`src/rtl/core/rgb_color_line_parser_core_macros.svh`:
```
// Assertion macros for the color line parser core.
// Needs nothing else; included by rgb_color_line_parser_core, which checks itself.
`ifndef RGB_COLOR_LINE_PARSER_CORE_MACROS_SVH
`define RGB_COLOR_LINE_PARSER_CORE_MACROS_SVH

// Same-cycle implication under synchronous active-low reset.
`define RGBCP_ASSERT_NOW(label, clk, rst_n, ante, cons) \
    label: assert property (@(posedge clk) disable iff (!(rst_n)) (ante) |-> (cons)) \
        else $error("rgbcp assertion failed");

// Next-cycle implication under synchronous active-low reset.
`define RGBCP_ASSERT_NEXT(label, clk, rst_n, ante, cons) \
    label: assert property (@(posedge clk) disable iff (!(rst_n)) (ante) |=> (cons)) \
        else $error("rgbcp assertion failed");

`endif

```
`src/rtl/core/rgbcp_pkg.sv`:
```
// Shared types and character constants for the color line parser core.
// No dependencies; used by rgbcp_step and rgb_color_line_parser_core.
`timescale 1ns / 1ps

package rgbcp_pkg;

    localparam logic [7:0] CH_ZERO    = 8'h30;
    localparam logic [7:0] CH_NINE    = 8'h39;
    localparam logic [7:0] CH_SPACE   = 8'h20;
    localparam logic [7:0] CH_NEWLINE = 8'h0A;
    localparam logic [7:0] CH_COMMA   = 8'h2C;
    localparam logic [7:0] BYTE_MAX   = 8'hFF;

    typedef enum logic [4:0] {
        PH_IDENT = 5'b00001,
        PH_RED   = 5'b00010,
        PH_GREEN = 5'b00100,
        PH_BLUE  = 5'b01000,
        PH_TAIL  = 5'b10000
    } t_phase;

    typedef struct packed {
        logic [7:0] character;
        logic       last;
    } t_in_req;

    typedef struct packed {
        logic        ok;
        logic [31:0] color_word;
    } t_out_req;

    typedef struct packed {
        t_phase     phase;
        logic [7:0] accumulator;
        logic       too_large;
        logic       digit_seen;
        logic [7:0] red_value;
        logic [7:0] green_value;
        logic       failed;
    } t_parse_state;

    localparam t_parse_state PARSE_RESET = '{
        phase:       PH_IDENT,
        accumulator: 8'd0,
        too_large:   1'b0,
        digit_seen:  1'b0,
        red_value:   8'd0,
        green_value: 8'd0,
        failed:      1'b0
    };

endpackage

```
`src/rtl/core/rgbcp_step.sv`:
```
// One character step of the color line parser: next parse state and line result.
// Depends on rgbcp_pkg.
`timescale 1ns / 1ps

module rgbcp_step (
    input  rgbcp_pkg::t_parse_state i_state,
    input  logic [7:0]              i_character,
    output rgbcp_pkg::t_parse_state o_state,
    output rgbcp_pkg::t_out_req     o_result
);

    logic        is_digit;
    logic        is_space;
    logic        is_blank;
    logic [3:0]  digit;
    logic [11:0] scaled;
    logic        over;
    logic        line_ok;

    assign is_digit = (i_character >= rgbcp_pkg::CH_ZERO) && (i_character <= rgbcp_pkg::CH_NINE);
    assign is_space = (i_character == rgbcp_pkg::CH_SPACE);
    assign is_blank = is_space || (i_character == rgbcp_pkg::CH_NEWLINE);
    assign digit    = 4'(i_character - rgbcp_pkg::CH_ZERO);
    assign scaled   = {1'b0, i_state.accumulator, 3'b000}
                    + {3'b000, i_state.accumulator, 1'b0}
                    + {8'd0, digit};
    assign over     = (scaled > 12'd255);

    always_comb begin
        o_state = i_state;
        if (!i_state.failed) begin
            unique case (i_state.phase)
                rgbcp_pkg::PH_IDENT: begin
                    o_state.phase       = rgbcp_pkg::PH_RED;
                    o_state.accumulator = 8'd0;
                    o_state.too_large   = 1'b0;
                    o_state.digit_seen  = 1'b0;
                end
                rgbcp_pkg::PH_TAIL: begin
                    if (!is_blank) begin
                        o_state.failed = 1'b1;
                    end
                end
                rgbcp_pkg::PH_RED, rgbcp_pkg::PH_GREEN, rgbcp_pkg::PH_BLUE: begin
                    priority if (is_digit) begin
                        o_state.accumulator = over ? rgbcp_pkg::BYTE_MAX : scaled[7:0];
                        o_state.too_large   = i_state.too_large || over;
                        o_state.digit_seen  = 1'b1;
                    end else if (!i_state.digit_seen) begin
                        if (!is_space) begin
                            o_state.failed = 1'b1;
                        end
                    end else if (i_state.too_large) begin
                        o_state.failed = 1'b1;
                    end else if (i_state.phase == rgbcp_pkg::PH_BLUE) begin
                        if (is_blank) begin
                            o_state.phase = rgbcp_pkg::PH_TAIL;
                        end else begin
                            o_state.failed = 1'b1;
                        end
                    end else if (i_character != rgbcp_pkg::CH_COMMA) begin
                        o_state.failed = 1'b1;
                    end else begin
                        if (i_state.phase == rgbcp_pkg::PH_RED) begin
                            o_state.red_value = i_state.accumulator;
                            o_state.phase     = rgbcp_pkg::PH_GREEN;
                        end else begin
                            o_state.green_value = i_state.accumulator;
                            o_state.phase       = rgbcp_pkg::PH_BLUE;
                        end
                        o_state.accumulator = 8'd0;
                        o_state.too_large   = 1'b0;
                        o_state.digit_seen  = 1'b0;
                    end
                end
                default: begin
                    o_state.failed = 1'b1;
                end
            endcase
        end
    end

    assign line_ok = !o_state.failed
                  && ((o_state.phase == rgbcp_pkg::PH_TAIL)
                   || ((o_state.phase == rgbcp_pkg::PH_BLUE)
                       && o_state.digit_seen && !o_state.too_large));

    assign o_result.ok         = line_ok;
    assign o_result.color_word = line_ok
        ? {o_state.red_value, o_state.green_value, o_state.accumulator, rgbcp_pkg::BYTE_MAX}
        : 32'd0;

endmodule

```
`src/rtl/core/rgb_color_line_parser_core.sv`:
```
// Top level of the color line parser core: parse state, result register, handshakes.
// Depends on rgbcp_pkg, rgbcp_step and rgb_color_line_parser_core_macros.svh.
`timescale 1ns / 1ps

// Parses one "X r,g,b" color line, one character per request, and returns one
// result request (ok flag and packed RGBA word, alpha 255) after the character
// marked last. A character is taken every cycle: the parse state register is
// updated by a single combinational step, and the line result is captured in an
// output register when the last character is taken. The input stalls only
// while that output register holds a result that the consumer has not taken.
// The state is cleared after every line; no clearing pass is needed after reset.
module rgb_color_line_parser_core (
    input  logic                i_clk,
    input  logic                i_rst_n,
    input  logic                i_in_valid,
    output logic                o_in_ready,
    input  rgbcp_pkg::t_in_req  i_in_req,
    output logic                o_out_valid,
    input  logic                i_out_ready,
    output rgbcp_pkg::t_out_req o_out_req
);

    rgbcp_pkg::t_parse_state r_state;
    rgbcp_pkg::t_parse_state n_state;
    rgbcp_pkg::t_parse_state step_state;
    rgbcp_pkg::t_out_req     step_result;
    rgbcp_pkg::t_out_req     r_out;
    logic                    r_out_valid;
    logic                    n_out_valid;
    logic                    in_fire;

    rgbcp_step u_step (
        .i_state     (r_state),
        .i_character (i_in_req.character),
        .o_state     (step_state),
        .o_result    (step_result)
    );

    assign o_in_ready = !r_out_valid || i_out_ready;
    assign in_fire    = i_in_valid && o_in_ready;

    always_comb begin
        n_state     = r_state;
        n_out_valid = r_out_valid && !i_out_ready;
        if (in_fire) begin
            if (i_in_req.last) begin
                n_state     = rgbcp_pkg::PARSE_RESET;
                n_out_valid = 1'b1;
            end else begin
                n_state = step_state;
            end
        end
    end

    always_ff @(posedge i_clk) begin
        if (!i_rst_n) begin
            r_state     <= rgbcp_pkg::PARSE_RESET;
            r_out_valid <= 1'b0;
        end else begin
            r_state     <= n_state;
            r_out_valid <= n_out_valid;
        end
    end

    always_ff @(posedge i_clk) begin
        if (in_fire && i_in_req.last) begin
            r_out <= step_result;
        end
    end

    assign o_out_valid = r_out_valid;
    assign o_out_req   = r_out;

`include "rgb_color_line_parser_core_macros.svh"

    `RGBCP_ASSERT_NEXT(a_last_gives_result, i_clk, i_rst_n, in_fire && i_in_req.last, o_out_valid)
    `RGBCP_ASSERT_NEXT(a_last_clears_state, i_clk, i_rst_n, in_fire && i_in_req.last, r_state.phase == rgbcp_pkg::PH_IDENT && !r_state.failed)
    `RGBCP_ASSERT_NOW(a_fail_word_zero, i_clk, i_rst_n, o_out_valid && !o_out_req.ok, o_out_req.color_word == 32'd0)
    `RGBCP_ASSERT_NOW(a_ok_alpha_full, i_clk, i_rst_n, o_out_valid && o_out_req.ok, o_out_req.color_word[7:0] == rgbcp_pkg::BYTE_MAX)

endmodule

```
`config.mk`:
```
export PLATFORM = sky130hd
export DESIGN_NAME = rgb_color_line_parser_core
export DESIGN_NICKNAME = d
export VERILOG_FILES = /design/src/rtl/core/rgbcp_pkg.sv /design/src/rtl/core/rgbcp_step.sv /design/src/rtl/core/rgb_color_line_parser_core.sv
export VERILOG_INCLUDE_DIRS = /design/src /design/src/rtl/core
export SDC_FILE = /design/constraint.sdc
export NUM_CORES = 1
export LEC_CHECK = 0
export BUFFER_PORTS_ARGS = -buffer_cell sky130_fd_sc_hd__buf_4
export CAP_MARGIN = 20
export CELL_PAD_IN_SITES_DETAIL_PLACEMENT = 1
export CELL_PAD_IN_SITES_GLOBAL_PLACEMENT = 2
export CORE_MARGIN = 10
export CORE_UTILIZATION = 38
export DETAILED_ROUTE_END_ITERATION = 8
export HOLD_SLACK_MARGIN = 0.05
export PLACE_DENSITY = 0.8
export SYNTH_ARGS = -nofsm -noshare
export SYNTH_HDL_FRONTEND = slang
export SYNTH_HIERARCHICAL = 1
export SYNTH_SLANG_ARGS = --single-unit
```
`constraint.sdc`:
```
create_clock -name i_clk -period 5.9 [get_ports i_clk]
set_input_delay 1.18 -clock i_clk [delete_from_list [all_inputs] [get_ports i_clk]]
set_output_delay 1.18 -clock i_clk [all_outputs]
set_load 0.02 [all_outputs]
```
==> impl_metrics.tcl, run 1 <==
set metrics [dict create \
    initial_utilization_pct 39.3 \
    ys_warn_count 6 \
    worst_ep_required_time_ns 5.94 \
    globalRouteOverflowTotal 0 \
    floorplan.die_area_um2 15300 \
    timing.setup.tns_ns 0 \
    worst_ir_drop_vdd_uv 123 \
    root_buffer "sky130_fd_sc_hd__clkbuf_8" \
    period_minus_slack_ns 4.66 \
    worstPathCellList "buf_4 > inv_1 > fa_1 > inv_1 > fa_1 > a21o_1 > a221oi_2 > xor2_1 > nand3_1 > o31a_1 > o31a_4 > nor3_1" \
    placement_rows 37 \
    syn_area_um2 4100 \
    grt_setup_unrepaired "false" \
    holdWs_ns 0.460 \
    fp.coreArea_um2 10400 \
    tritoncts.num_buffers 9 \
    synth.lib_cells_used.distinct 69 \
    parity_gate_share_of_the_synthesized_area_counting_xor_and_xnor_cells_pct 1.71 \
    io_buffers 47 \
    design.portCount 48 \
    total_leakage_power_nw 1.88 \
    count_of_antenna_diodes_in_the_layout 0 \
    finalNetCount 443 \
    cts_buffer_depth 2 \
    timing_worst_slew_pin_value_ns 0.717 \
    maxCapViolCount 0 \
    synth_largest_type_area_fraction_pct 24.2 \
    hold_viol_final 0 \
    detail_route.first_pass.iterations 4 \
    wl_um 10200 \
    synth_compound_area_share_pct 10.9 \
    synth_top_cells_by_area "sky130_fd_sc_hd__edfxtp_1 24%, sky130_fd_sc_hd__dfxtp_1 16%, sky130_fd_sc_hd__mux2i_1 7.8%" \
    muxShareOfSynthArea_pct 11.9 \
    cp.arrival_ns 4.70 \
    worst_setup_path_end_kind "flop" \
    floorplan.die.width_um 124 \
    detail-route-antenna-nets 0 \
    layout-area-overhead-vs-synth_pct 12.6 \
    first_global_vias 3020 \
    seq_area_frac_synth_pct 40.3 \
    die-height_um 124 \
    hpwl_detailed_um 7360 \
    worst_hold_path_type "flop to flop" \
    clock_tree_from_tritoncts "built" \
    number_of_h_tree_levels 3 \
    cp_max_fo 25 \
    number_of_nets_in_the_synthesized_netlist 418 \
    main_combinational_cell_family_by_area_after_synthesis "simple AND/OR/NAND/NOR gates" \
    share_of_the_clock_period_used_by_the_worst_path_pct 79.1 \
    worst_path_max_delay_cell "sky130_fd_sc_hd__nor3_1" \
    final.setup_skew_ns 0.0146 \
    dp_slack_ns 0.935 \
    synthSimpleGateAreaFrac_pct 22.8 \
    gp_routability_congestion 0.801 \
    remaining_drc_errors 0 \
    max_clock_freq_ghz 0.214 \
    avgSynthCellArea_um2 10.6 \
    yosysTopAreaCell "sky130_fd_sc_hd__edfxtp_1" \
    synth_top_cells_by_count "48 x sky130_fd_sc_hd__nand2_1, 33 x sky130_fd_sc_hd__dfxtp_1, 33 x sky130_fd_sc_hd__edfxtp_1" \
    drt_iter0_drc 233 \
    yosysMostFrequentCell "sky130_fd_sc_hd__nand2_1" \
    power.density_cell_area_nw_per_um2 231 \
    via_count 2999 \
    status "finished, final reports clean" \
    vias_per_cell 5.41 \
    finalMaxSlewViolations 0 \
    avgRoutedWirePerCell_um 18.5 \
    synthCells 388 \
    clock_latency_ns 0.35 \
    wire_length_of_the_first_global_routing_pass_um 16200 \
    grt_util_all_layers_pct 13.4 \
    cts_repair_resize_count 0 \
    synth_fa_ha_area_share_pct 5.56 \
    cts.repair_timing.setup_buffer_count 0 \
    post_route_cells_drive_above_1_share_pct 21.8 \
    worst_slack_ns 1.24 \
    critical-path-max-stage-delay_ns 0.64 \
    ffs_w_async_s_r_synth_pct 0 \
    clk_pin_slew_ns 0.07 \
    crit_path_category "primary input to flop" \
    cp-start-kind "primary input" \
    count_of_flip_flops_with_a_built_in_enable_after_synthesis 33 \
    slew-limit-headroom_pct 51.8 \
    grt_antenna_before_repair 0 \
    cts_hold_buf 0 \
    setup_viol 0 \
    synth_flop_cell "sky130_fd_sc_hd__edfxtp_1" \
    ys_seq_elements 66 \
    grt_start_max_net_pins 66 \
    tritoncts_num_sinks 66 \
]
cell families (layout without fill, tap and decap cells):
family	Yosys count	in the layout
AND/OR/NAND/NOR	156	156
flip-flops	66	66
adder cells (fa/ha/maj)	17	17
AO/OA/AOI/OAI	51	51
multiplexers	47	47
XOR/XNOR	8	8
buffers and inverters	43	73
critical path, delay by kind of cell:
family,cells,cell delay (ns)
and+or+nand+nor,2,0.76
AOI/OAI and AO/OA,4,1.39
xor gates and xnor gates,1,0.21
buffers and inverters,3,0.23
adders and majority gates,2,0.93
layout by cell type, fill, tap and decap left out, types with 3 or more instances in the layout:
cell type | synthesis | final
sky130_fd_sc_hd__nand2_1 | 48 | 48
sky130_fd_sc_hd__clkbuf_8 | 0 | 9
sky130_fd_sc_hd__nand3b_1 | 32 | 32
sky130_fd_sc_hd__xnor2_1 | 3 | 3
sky130_fd_sc_hd__edfxtp_1 | 33 | 33
sky130_fd_sc_hd__ha_1 | 15 | 15
sky130_fd_sc_hd__or4_1 | 3 | 3
sky130_fd_sc_hd__mux2_2 | 9 | 9
sky130_fd_sc_hd__nor2_1 | 21 | 21
sky130_fd_sc_hd__nor3b_1 | 4 | 4
sky130_fd_sc_hd__mux2i_1 | 32 | 32
sky130_fd_sc_hd__a21oi_1 | 5 | 5
sky130_fd_sc_hd__a221o_1 | 8 | 8
sky130_fd_sc_hd__and3b_1 | 9 | 9
sky130_fd_sc_hd__xor2_1 | 5 | 5
sky130_fd_sc_hd__nand3_1 | 3 | 3
sky130_fd_sc_hd__or2_1 | 3 | 3
sky130_fd_sc_hd__o21ai_1 | 3 | 3
sky130_fd_sc_hd__nor3_1 | 6 | 6
sky130_fd_sc_hd__mux2_1 | 6 | 6
sky130_fd_sc_hd__bufinv_16 | 0 | 3
sky130_fd_sc_hd__buf_4 | 9 | 47
sky130_fd_sc_hd__nor4b_2 | 5 | 5
sky130_fd_sc_hd__nor2b_1 | 3 | 3
sky130_fd_sc_hd__a21o_1 | 4 | 4
sky130_fd_sc_hd__dfxtp_1 | 33 | 33
sky130_fd_sc_hd__or3_1 | 3 | 3
sky130_fd_sc_hd__inv_1 | 9 | 9
routing by layer:
metal	up-vias	wire length, µm	global-route usage [%]
li1	1468	-	-
met1	1459	4950	17.5
met2	65	4680	21.3
met3	7	504	2.99
met4	0	106	4.66
met5	-	0	0
per-stage QoR:
step           area (µm²)  std cells  utilization, %  total power [mW]
2_1_floorplan        4100        388               -             0.604
3_3_place_gp         4380        538            42.0             0.625
3_5_place_dp         4380        538            42.0             0.628
4_1_cts              4610        554            44.3              1.08
5_1_grt              4610        554            44.3              1.11
6_report             4610        554            44.3              1.07
final cells by class:
type                    instances  area [µm²]
multi-input cells             279        2170
clock inverters                 5         103
flip-flops and latches         66        1650
repair buffers                 47         353
fillers                      1171        5800
inverters                      10        37.5
clock buffers                  11         131
well taps                     136         170
state kept, by name (all words and copies together) (netlist names):
| name | cells |
|---|---|
| o_out_valid | 1 |
| o_out_req | 33 |
| r_state | 32 |
power breakdown:
part	internal (mW)	leakage [nW]	switching, mW
logic	0.0395	1.19	0.0749
registers	0.495	0.579	0.00652
clock network	0.280	0.114	0.170
final timing paths:
kind / cells after the start / start / slack (ns) / endpoint
max reg2reg: 11 / r_state[19] / 1.58 / o_out_req[3]
min: 2 / r_state[1] / 0.46 / r_state[1]
min reg2reg: 2 / r_state[1] / 0.46 / r_state[1]
max: 12 / i_in_req[4] / 1.24 / o_out_req[3]
Power figures use the tool's default switching activity.
==> run 2: changes to the inputs <==
ABC_AREA = 1   (was default)
CORE_UTILIZATION = 33   (was 38)
PLACE_DENSITY = 0.79   (was 0.8)
clock period = 4.8 ns   (was 5.9 ns; I/O delays follow)
==> impl_metrics.tcl, run 2 <==
set metrics [dict create \
    final_cells 807 \
    die-height_um 134 \
    design.portCount 48 \
    seq_area_frac_synth_pct 38.8 \
    grt_antenna_before_repair 0 \
    final_cell_mix "143 x sky130_fd_sc_hd__nand2_1, 86 x sky130_fd_sc_hd__inv_1, 77 x sky130_fd_sc_hd__nor2_1" \
    largest_reg_flops 33 \
    cp_max_fo 15 \
    yosysTopAreaCell "sky130_fd_sc_hd__edfxtp_1" \
    proportion_of_power_drawn_by_flip_flops_and_latches_pct 43.0 \
    fp.coreArea_um2 12600 \
    maxCapViolCount 0 \
    hpwl_detailed_um 8810 \
    synth_largest_type_area_fraction_pct 23.3 \
    share_of_the_clock_period_used_by_the_worst_path_pct 75.9 \
    setup_viol 0 \
    grt_util_all_layers_pct 13.8 \
    hold_viol_final 0 \
    yosysMostFrequentCell "sky130_fd_sc_hd__nand2_1" \
    status "finished, final reports clean" \
    ys_warn_count 6 \
    initial_utilization_pct 33.7 \
    cell_family_with_most_cp_delay "simple AND/OR/NAND/NOR gates" \
    finish.utilization_pct 38.6 \
    number_of_nets_in_the_synthesized_netlist 634 \
    worst_hold_path_type "flop to flop" \
    most_frequent_standard_cell_in_the_layout_excluding_fill_and_tap_cells "sky130_fd_sc_hd__nand2_1" \
    dp_slack_ns 0.794 \
    worst_ep_required_time_ns 4.86 \
    io_buffers 47 \
    hp-start "r_state[3]" \
    period_minus_slack_ns 3.65 \
    floorplan.die_area_um2 17800 \
    via_count 3845 \
    cp-start-kind "primary input" \
    synth_top_cells_by_area "sky130_fd_sc_hd__edfxtp_1 23%, sky130_fd_sc_hd__dfxtp_1 16%, sky130_fd_sc_hd__nand2_1 13%" \
    clock_tree_from_tritoncts "built" \
    grt_start_max_net_pins 66 \
    worst_setup_path_startpoint "i_in_req[4]" \
    clock_latency_ns 0.33 \
    synth.lib_cells_used.distinct 29 \
    max_clock_freq_ghz 0.274 \
    cts_repair_resize_count 0 \
    worstPathCellList "buf_4 > inv_1 > fa_1 > inv_1 > fa_1 > nand3_1 > nand2_1 > nand2_1 > nand3_1 > nand2_1 > nor2_2 > nand2_1 > nand2_1 > nand3_1 > nand2_1 > nand2_2 > buf_4 > nor2_1" \
    number_of_h_tree_levels 3 \
    crit_path_category "primary input to flop" \
    wl_um 12000 \
    placement.cell_area_um2 4610 \
    cts.repair_timing.setup_buffer_count 0 \
    ffs_w_async_s_r_synth_pct 0 \
    detail_route.first_pass.iterations 4 \
    path_common_cell "sky130_fd_sc_hd__nand2_1" \
    crit_buf_inv 4 \
    tritoncts_num_sinks 66 \
    reg2reg_from "r_state[21]" \
    final.setup_skew_ns 0.00868 \
    floorplan.die.width_um 134 \
    cellInternalPower_mw 1.08 \
    vias_per_cell 4.76 \
    worst_path_max_delay_cell "sky130_fd_sc_hd__fa_1" \
    globalRouteOverflowTotal 0 \
    clk_pin_slew_ns 0.05 \
    timing.setup.tns_ns 0 \
    ys_seq_elements 66 \
    root_buffer "sky130_fd_sc_hd__clkbuf_16" \
    placement_rows 41 \
    first_global_vias 4089 \
    total_power_mw 1.53 \
    total_leakage_power_nw 2.41 \
    post-place-cells 791 \
    wire_length_of_the_first_global_routing_pass_um 20500 \
    layout-area-overhead-vs-synth_pct 14.4 \
    finalMaxSlewViolations 0 \
    net-switching-power_mw 0.453 \
    remaining_drc_errors 0 \
    worst_ir_drop_vdd_uv 170 \
    avgSynthCellArea_um2 7.05 \
    cts_hold_buf 0 \
    synthCells 604 \
    post_route_cells_drive_above_1_share_pct 16.2 \
    filler_cell_count_in_the_final_layout 1632 \
    tritoncts.num_buffers 9 \
    power_frac_comb_pct 19.4 \
    power_frac_clock_pct 37.6 \
    detail-route-antenna-nets 0 \
    total_non_filler_cell_area_in_the_finished_layout_um2 4870 \
    drt_iter0_drc 207 \
    count_of_flip_flops_with_a_built_in_enable_after_synthesis 33 \
    cts_buffer_depth 2 \
    slew-limit-headroom_pct 38.7 \
    holdWs_ns 0.479 \
    sw_frac_of_total_pct 29.6 \
    timing_worst_slew_pin_value_ns 0.917 \
    power.density_cell_area_nw_per_um2 315 \
    worst_slack_ns 1.15 \
    grt_setup_unrepaired "false" \
    cp.arrival_ns 3.71 \
    worst_setup_path_end_kind "flop" \
    syn_area_um2 4260 \
    critical-path-max-stage-delay_ns 0.47 \
    finalNetCount 660 \
    synth_flop_cell "sky130_fd_sc_hd__edfxtp_1" \
    avgRoutedWirePerCell_um 14.8 \
    synth_top_cells_by_count "144 x sky130_fd_sc_hd__nand2_1, 86 x sky130_fd_sc_hd__inv_1, 78 x sky130_fd_sc_hd__nor2_1" \
    gp_routability_congestion 0.808 \
    count_of_antenna_diodes_in_the_layout 0 \
]
[run 2: kinds of logic (layout without fill, tap and decap cells)]
kind of cell	Yosys count	count (layout)	synth area share [%]
simple gates	313	313	31.9
buf+inv	126	157	13.7
compound gates	79	79	9.64
flops	66	66	38.8
fa+ha+maj	17	17	5.35
xor+xnor	3	3	0.618
[run 2: tightest hold or removal path, delay by kind of cell, from the launching register on]
kind,cells,cell delay (ns)
flops,1,0.32
simple gates,1,0.08
compound gates,1,0.04
[run 2: path summary, 6_finish.rpt]
kind,cells past startpoint,slack (ns),to
min reg2reg,2,0.48,r_state[3]
max,18,1.15,o_out_req[16]
max reg2reg,17,1.23,o_out_req[16]
min,2,0.48,r_state[3]
[run 2: power by group through the flow]
| stage | sequential (mW) | combinational, mW | clock, mW |
|---|---|---|---|
| final | 0.659 | 0.298 | 0.575 |
| after global routing | 0.663 | 0.342 | 0.617 |
| after CTS | 0.660 | 0.303 | 0.588 |
| after detailed placement | 0.671 | 0.301 | 0 |
| after global placement | 0.669 | 0.291 | 0 |
| after floorplan | 0.680 | 0.216 | 0 |
[run 2: cell type report]
type                    instances  area [µm²]  share of cell area [%]
clock buffers                  12         236                    4.86
clock inverters                 4        21.3                   0.437
inverters                      92         345                    7.09
multi-input cells             412        2030                    41.7
flip-flops and latches         66        1650                    33.9
well taps                     172         215                    4.42
repair buffers                 49         368                    7.55
[run 2: layer usage]
layer | GRT usage [%] | vias to the layer above | routed length (µm)
met5 | 0 | - | 0
li1 | - | 1951 | -
met1 | 16.7 | 1830 | 5540
met3 | 2.97 | 11 | 380
met2 | 24.1 | 53 | 5880
met4 | 3.87 | 0 | 174
==> run 3: changes to the inputs <==
ABC_AREA = 0   (was 1)
CORE_UTILIZATION = 35   (was 33)
PLACE_DENSITY = 0.77   (was 0.79)
clock period = 3.13 ns   (was 4.8 ns; I/O delays follow)
==> impl_metrics.tcl, run 3 (synthesized netlist as in run 1, its figures left out) <==
set metrics [dict create \
    status "finished with violations" \
    violations "setup timing" \
    die-height_um 128 \
    holdPathStages 2 \
    hp-start "r_state[7]" \
    critical-path-max-stage-delay_ns 0.54 \
    root_buffer "sky130_fd_sc_hd__clkbuf_16" \
    worst_ep_required_time_ns 3.29 \
    cp_max_fo 6 \
    finalMaxSlewViolations 0 \
    dp_slack_ns -0.565 \
    clock_tree_from_tritoncts "built" \
    grt_setup_unrepaired "true" \
    tritoncts_num_sinks 66 \
    finalNetCount 483 \
    first_global_vias 3289 \
    drt_iter0_drc 133 \
    initial_utilization_pct 35.9 \
    maxCapViolCount 0 \
    detail_route.first_pass.iterations 4 \
    fp.coreArea_um2 11400 \
    worst_hold_path.endpoint "r_state[7]" \
    wl_um 11000 \
    crit_buf_inv 3 \
    tritoncts.num_buffers 9 \
    globalRouteOverflowTotal 0 \
    layout-area-overhead-vs-synth_pct 26.8 \
    setup_viol 38 \
    worst_hold_path_type "flop to flop" \
    cp.arrival_ns 3.44 \
    remaining_drc_errors 0 \
    design.portCount 48 \
    placement_rows 39 \
    floorplan.die_area_um2 16400 \
    detail-route-antenna-nets 0 \
    final.setup_skew_ns 0.00759 \
    hpwl_detailed_um 7790 \
    timing.critical_path.depth 12 \
    most_frequent_standard_cell_in_the_layout_excluding_fill_and_tap_cells "sky130_fd_sc_hd__buf_4" \
    grt_start_max_net_pins 66 \
    reg2reg_to "o_out_req[30]" \
    grt_util_all_layers_pct 13.1 \
    r2r_slack_ns -0.16 \
    r2r.worst_path.cells 12 \
    filler_cell_count_in_the_final_layout 1262 \
    max_clock_freq_ghz 0.304 \
    largest_reg_flops 33 \
    worst_slack_ns -0.157 \
    period_minus_slack_ns 3.29 \
    cts_buffer_depth 2 \
    avgRoutedWirePerCell_um 18.2 \
    worst_ir_drop_vdd_uv 298 \
    via_count 3193 \
    vias_per_cell 5.31 \
    total_power_mw 2.13 \
    post_route_cells_drive_above_1_share_pct 33.4 \
    crit_path_category "flop to flop" \
    io_buffers 47 \
    cp-start-kind "flop" \
    cts_hold_buf 0 \
    gp_routability_congestion 0.799 \
    clock_latency_ns 0.33 \
    count_of_antenna_diodes_in_the_layout 0 \
    power.density_cell_area_nw_per_um2 410 \
    slew-limit-headroom_pct 49.2 \
    clk_pin_slew_ns 0.06 \
    timing_worst_slew_pin_value_ns 0.762 \
    hold_viol_final 0 \
    final_cell_mix "79 x sky130_fd_sc_hd__buf_4, 48 x sky130_fd_sc_hd__nand2_1, 33 x sky130_fd_sc_hd__edfxtp_1" \
    cell_family_with_most_cp_delay "compound AO/OA/AOI/OAI gates" \
    wire_length_of_the_first_global_routing_pass_um 17400 \
    share_of_the_clock_period_used_by_the_worst_path_pct 105 \
    floorplan.die.width_um 128 \
    grt_antenna_before_repair 0 \
    number_of_h_tree_levels 3 \
    path_common_cell "sky130_fd_sc_hd__inv_2" \
    total_leakage_power_nw 2.11 \
    worstPathCellList "inv_2 > fa_1 > inv_2 > fa_2 > a21o_1 > a221oi_2 > xor2_1 > nand3_1 > o31a_1 > o31a_4 > buf_8 > nor4b_4" \
    worst_setup_path_end_kind "flop" \
    worst_path_max_delay_cell "sky130_fd_sc_hd__fa_1" \
    reg2reg_from "r_state[19]" \
]
## run 3: through the flow
step           hold slack, ns  TNS [ns]  instance area, µm²  cells  utilization (%)
3_3_place_gp            0.439    -15.94                4670    576             40.9
5_1_grt                 0.472     -8.41                5190    601             45.5
2_1_floorplan           0.431     -6.56                4120    388                -
6_report                0.457     -3.28                5190    601             45.5
4_1_cts                 0.459     -5.81                5030    598             44.1
3_5_place_dp            0.449    -18.02                4670    576             40.9
## run 3: worst max path at each step
stage | from | end | slack (ns)
final | r_state[19] | o_out_req[30] | -0.16
after global placement | i_in_req[4] | o_out_req[8] | -0.48
after CTS | r_state[19] | o_out_req[28] | -0.23
after global routing | r_state[19] | r_state[20] | -0.28
after floorplan | i_in_req[4] | o_out_req[0] | -0.37
after detailed placement | i_in_req[4] | o_out_req[28] | -0.57
## run 3: routing by layer
metal	vias up	part of all wire, %	GRT usage [%]
met5	-	0	0
met3	7	3.6	3.68
met1	1578	48	16.7
li1	1556	-	-
met2	52	48	21.0
met4	0	0.81	3.51
## run 3: power by group
group	switching (mW)	leakage (nW)	total, mW	internal, mW
clock	0.385	0.132	0.922	0.537
sequential	0.0125	0.580	0.947	0.934
combinational	0.158	1.40	0.259	0.101
total	0.556	2.11	2.13	1.57
## run 3: cell type report
| class | instances | area (µm²) | area share, % |
|---|---|---|---|
| multi-input combinational | 279 | 2320 | 44.6 |
| sequential | 66 | 1650 | 31.8 |
| timing repair buffer | 87 | 727 | 14.0 |
| clock buffer | 10 | 229 | 4.41 |
| tap | 143 | 179 | 3.44 |
| inverter | 10 | 45.0 | 0.867 |
| clock inverter | 6 | 43.8 | 0.843 |
## run 3: worst min-delay path: stages (launching register included)
cell                      delay [ns]
sky130_fd_sc_hd__dfxtp_1        0.31
sky130_fd_sc_hd__nand2_1        0.05
sky130_fd_sc_hd__mux2i_1        0.05
## run 3: what timing repair did
action                                  4_1_cts  5_1_grt
endpoints found under the setup margin       41       42
cloned                                        0        1
resized for setup                             9       29
setup buffers                                 6        2
pin swaps                                     5       23
